===== src/satl_pkg.sv =====
`timescale 1ns / 1ps
// Package for the set-associative tag lookup unit.
// Holds the controller state type, command and status structs and fixed codes.
// No dependencies.
package satl_pkg;

  typedef enum logic [1:0] {
    ST_CLEAR,
    ST_IDLE,
    ST_LOOKUP
  } satl_state_t;

  typedef struct packed {
    logic clr_wr;
    logic req_load;
    logic upd;
  } satl_cmd_t;

  typedef struct packed {
    logic clr_last;
    logic out_hold;
  } satl_status_t;

  localparam logic [1:0] CFG_OFFSET_BITS = 2'd0;
  localparam logic [1:0] CFG_INDEX_BITS  = 2'd1;
  localparam logic [1:0] CFG_WAYS_USED   = 2'd2;

  localparam logic [1:0] FUNC_WRITE = 2'd1;

  localparam logic [4:0] OFFSET_RESET = 5'd5;
  localparam logic [3:0] INDEX_RESET  = 4'd6;
  localparam logic [3:0] WAYS_RESET   = 4'd8;

  localparam logic [4:0] OFFSET_MAX = 5'd16;
  localparam logic [3:0] INDEX_MAX  = 4'd8;

  localparam int RAW_SET_W = 8;

endpackage


===== src/satl_ctrl.sv =====
`timescale 1ns / 1ps
// Controller state machine of the tag lookup unit.
// Depends on satl_pkg for the state type and the command and status structs.
module satl_ctrl
  import satl_pkg::*;
(
  input  logic         clk,
  input  logic         rst_n,
  input  logic         in_valid,
  output logic         in_ready,
  input  satl_status_t status,
  output satl_cmd_t    cmd
);

  satl_state_t state_r;
  satl_state_t state_nxt;

  always_ff @(posedge clk) begin
    if (!rst_n) begin
      state_r <= ST_CLEAR;
    end else begin
      state_r <= state_nxt;
    end
  end

  always_comb begin
    state_nxt = state_r;
    unique case (state_r)
      ST_CLEAR: begin
        if (status.clr_last) state_nxt = ST_IDLE;
      end
      ST_IDLE: begin
        if (in_valid) state_nxt = ST_LOOKUP;
      end
      ST_LOOKUP: begin
        if (!status.out_hold) state_nxt = ST_IDLE;
      end
      default: state_nxt = ST_CLEAR;
    endcase
  end

  always_comb begin
    in_ready     = 1'b0;
    cmd.clr_wr   = 1'b0;
    cmd.req_load = 1'b0;
    cmd.upd      = 1'b0;
    unique case (state_r)
      ST_CLEAR: begin
        cmd.clr_wr = 1'b1;
      end
      ST_IDLE: begin
        in_ready     = 1'b1;
        cmd.req_load = in_valid;
      end
      ST_LOOKUP: begin
        cmd.upd = !status.out_hold;
      end
      default: begin
        in_ready = 1'b0;
      end
    endcase
  end

endmodule


===== config.mk =====
export PLATFORM = sky130hd
export DESIGN_NAME = satl_ctrl
export DESIGN_NICKNAME = d
export VERILOG_FILES = /design/src/satl_pkg.sv /design/src/satl_ctrl.sv
export SDC_FILE = /design/constraint.sdc
export NUM_CORES = 1
export LEC_CHECK = 0
export CAP_MARGIN = 10
export CORE_AREA = 8 8 45 47
export CTS_BUF_LIST = sky130_fd_sc_hd__clkbuf_8
export DETAILED_ROUTE_END_ITERATION = 8
export DIE_AREA = 0 0 53 55
export DONT_BUFFER_PORTS = 1
export SYNTH_ARGS = -nofsm -noshare
export SYNTH_HDL_FRONTEND = slang
export SYNTH_SLANG_ARGS = --single-unit

===== constraint.sdc =====
create_clock -name clk -period 1 [get_ports clk]
set_clock_uncertainty 0.05 [all_clocks]
set_input_delay 0.15 -clock clk [delete_from_list [all_inputs] [get_ports clk]]
set_output_delay 0.15 -clock clk [all_outputs]
set_load 0.005 [all_outputs]

# Word level (Yosys, flattened, before mapping)
# Index checks and enable logic that the tools add are counted.
[word_totals]
in_bits = 5
output_inout_bits = 4
ff_bits = 2
[classes]
n_eq_ne = 5
reduce_logical = 3
n_mux = 8
[ops]
columns = ["cell", "n"]
rows = [
  ["$mux W2", 3],
  ["$ne A2 B2 Y1 const B", 3],
  ["$pmux W2 S3", 1],
  ["$mux W1", 4],
  ["$reduce_and A3 Y1", 1],
  ["$eq A2 B1 Y1 const B", 1],
  ["$eq A2 B2 Y1 const B", 1],
  ["$logic_not A2 Y1", 1],
  ["$logic_not A1 Y1", 1],
]

# Depth between registers and ports, before layout
[logic_depth]
ltp_word = 3
ltp_mapped = 2
ltp_nobuf = 2

# Worst setup path after synthesis
# No wires, ideal clock.
[synth_path]
path_type = "flip-flop to flip-flop"
startpoint = "reg state_r[1]"
endpoint = "reg state_r[1]"
n_path_buf = 0
path_slack_ns = 0.087
arrival_time_ns = 0.748
required_ns = 0.835
path_stages_with_launch = 3
path_cell_list = "dfxtp_1 -> and3b_1 -> o21a_1"
[synth_between]
elab_chain_cells = 3
word_cells_on_any_way = 8
classes_between = "eq/ne: 5; mux: 1; reduce/logical: 2"
[synth_rtl]
columns = ["item", "line_no", "rtl"]
rows = [
  ["start, declared", "satl_ctrl.sv:15", "satl_state_t state_r;"],
  ["start signal, assigned", "satl_ctrl.sv:22", "state_r <= state_nxt;"],
  ["$eq A2 B2 Y1 (tied with other cells)", "satl_ctrl.sv:28", "unique case (state_r)"],
  ["$ne A2 B2 Y1 (no line)", "-", ""],
  ["$reduce_and A3 Y1 (no line)", "-", ""],
]
# Parallel ways exist; a longest one is shown, timed or not.
# A chain may end at the register's enable or synchronous reset.

==> summary.md <==
| Metric | Value |
|---|---|
| Status | complete, but fails checks |
| Failing checks | setup timing |
| Max Root-Sink Buffers | 2 |
| Switching power | between 90 and 100 uW |
| Final min period | 1110 ps |
| PD cells | about 2100 mW/mm^2 |
| WP data required | roughly 800 ps |
| Critical R2R Launch | state_r[1] |
| Min-Delay Path Class | in2reg |
| Vias in the first global route | about 140 |
| Worst Hold Launch | rst_n |
| Met3 Wirelength | ~69 microns |
| Vias | ~130 |
| Initial antenna violation count | 0 |
| Yosys Warn Count | 0 |
| P_int | between 300 and 400 uW |
| Part of the power in registers | a little over a fifth |
| Total power | approximately 460 uW |
| CTS tree | yes |
| Share of cells above drive strength 1 | approximately 67% |
| Pin count of the biggest net entering global routing | 8 |
| Setup TNS | -172 ps |
| ANT nets after route | 0 |
| Wire length on met1 | between 100 and 150 microns |
| Crit-path slowest cell | dfxtp_4 |
| Max_cap viols | 0 |
| Cell Area, Synth | between 100 and 150 sq um |
| RSZ-0062 raised after global routing | yes |
| FP Rows | 14 |
| Setup violators final | 2 |
| # DRC | 0 |
| Number of synthesized register bits | 2 |
| Die width | 53 microns |
| Nets | 25 |
| Area Growth Syn to Fin | 69.6% |
| Crit path from | state_r[1] |
| CP Class | reg2out |
| Top reg by flops | state_r |
| Fillers | ~160 |
| Worst-path clk slew | approximately 30 ps |
| TritonRoute pass-1 iters | 2 |
| Buffers on Ports | 0 |
| Biggest regs | state_r x2 |
| Relative slew slack | between 70% and 80% |
| Average vias per placed instance | 3.74 |
| Leak | 0.0940 nW |
| Sw Ratio | 19.9% |
| DP Area | ~160 sq um |
| Routability Congestion | approximately 0.64 |
| Largest register FFs | 2 |
| Diodes inserted | 0 |
| Starting Density | around 9.2% |
| Core Area | around 0.0014 sq mm |
| Die height | ~55 microns |
| Routed WL | between 400 and 500 microns |
| Syn Nets | 18 |
| Mean Syn Cell Area | ~9.8 sq um |
| Fin area | between 200 and 250 sq um |
| Area occupied by multi-input gates | between 80 and 90 sq um |
| Setup ws final | -108 ps |
| Critical Path AT | slightly above 900 ps |
| Top Layer Used | met4 |
| Max-slew violations | 0 |
| Worst-Skew Late Latency | roughly 210 ps |
| Fin util | between 15 and 20% |
| Hold buffer count at CTS | 0 |
| Slew @ Worst Pin | 299 ps |
| Worst path max stage delay | 340 ps |
| Clk sink count | 2 |
| Crit-path cells | and3b_1 > buf_4 |
| CP endpoint kind | output pin |
| H-tree depth | 1 |
| Gate power share | around 9.1% |
| VDD IR-drop max | ~0.32 mV |
| Congestion Overflow GR | 0 |
| Max Fanout on Critical Path | 6 |
| CP startpoint kind | flop |
| Final period utilization | 111% |
| WL/cell | 12.6 microns |
| CTS Root Cell | clkbuf_8 |
| Gr usage total | 3.66% |
| Seq. cell area | roughly 48 sq um |
| Die Footprint | between 0.002 and 0.003 sq mm |
| Number of DRC markers in iteration 0 | 1 |
| Max frequency | about 900 MHz |
| Cts bufs inserted | 3 |
| WL met2 | ~220 microns |
| Cells after synthesis | 13 |
| # IOs | 9 |
| Register area share after synthesis | a little under a third |
| Hold WS | 16.9 ps |
| Clk pwr share | 69.5% |
| Final Hold Viols | 0 |
| Post-synth cell types | 11 |
| First-pass GRT wire length | ~600 microns |
==> metrics by stage <==
step / worst slack, ps / instances
after floorplan: 86.9 / 13
after CTS: -104 / 34
after detailed placement: 19.7 / 30
final: -108 / 34
after global routing: -137 / 34
after global placement: 34.9 / 30
==> power groups by stage <==
stage                     logic (mW)  registers, mW  clock network [mW]
final                         0.0419         0.0977               0.319
after global placement        0.0356         0.0985                   0
after detailed placement      0.0360         0.0995                   0
after CTS                     0.0398         0.0978               0.329
after floorplan               0.0273         0.0961                   0
after global routing          0.0449         0.0996               0.345
==> layout by cell type, fill, tap and decap left out, drive strengths merged <==
| cell | count |
|---|---|
| nand4bb | 1 |
| nor2 | 2 |
| and2b | 1 |
| o41ai | 1 |
| o21a | 1 |
| nor3b | 1 |
| and2 | 1 |
| dfxtp | 2 |
| and3b | 2 |
| inv | 1 |
| buf | 2 |
| clkbuf | 3 |
==> cell usage after synthesis <==
master / count / area (sq um)
nor3b_1: 1 / 7.51
dfxtp_1: 2 / 40.0
o41ai_2: 1 / 16.3
and3b_1: 1 / 8.76
o21a_1: 1 / 7.51
nor2_1: 2 / 7.51
and2b_2: 1 / 8.76
and3b_2: 1 / 10.0
inv_1: 1 / 3.75
and2_1: 1 / 6.26
nand4bb_1: 1 / 11.3
==> final cells by class <==
type	count	share of cell area, %
sequential	2	22.0
timing repair buffer	2	6.94
inverter	1	1.73
clock buffer	3	19.1
multi-input combinational	10	41.0
tap	16	9.25
==> cell families (layout without fill, tap and decap cells) <==
family                 count (synthesis)  count (layout)  share of synthesized area (%)
buffers and inverters                  1               6                           2.94
and+or+nand+nor                        8               8                           47.1
AOI/OAI and AO/OA                      2               2                           18.6
DFF                                    2               2                           31.4
==> worst max-delay path, delay by kind of cell, from the launching register on <==
kind / cells / cell delay, ps
buffers and inverters: 1 / 120
DFF: 1 / 340
and+or+nand+nor: 1 / 240
==> path summary, 6_finish.rpt <==
kind / endpoint / slack (ps) / cells after the start
max: cmd[1] / -110 / 2
min: state_r[1] / 20 / 1
max reg2reg: state_r[1] / 0 / 3
min reg2reg: state_r[0] / 440 / 1
==> metal layers <==
| layer | vias up | global-route usage (%) |
|---|---|---|
| li1 | 57 | - |
| met5 | - | 0 |
| met3 | 4 | 3.74 |
| met2 | 7 | 4.69 |
| met4 | 0 | 6.47 |
| met1 | 59 | 2.12 |
==> what timing repair did <==
action / in CTS / in global routing
gates resized for setup: 3 / 3
buffers inserted: 1 / 0
endpoints found under the hold margin: 0 / 0
setup endpoints to repair: 3 / 6
pin swaps: 0 / 1
Note: power is estimated with default switching activity, not from simulation.
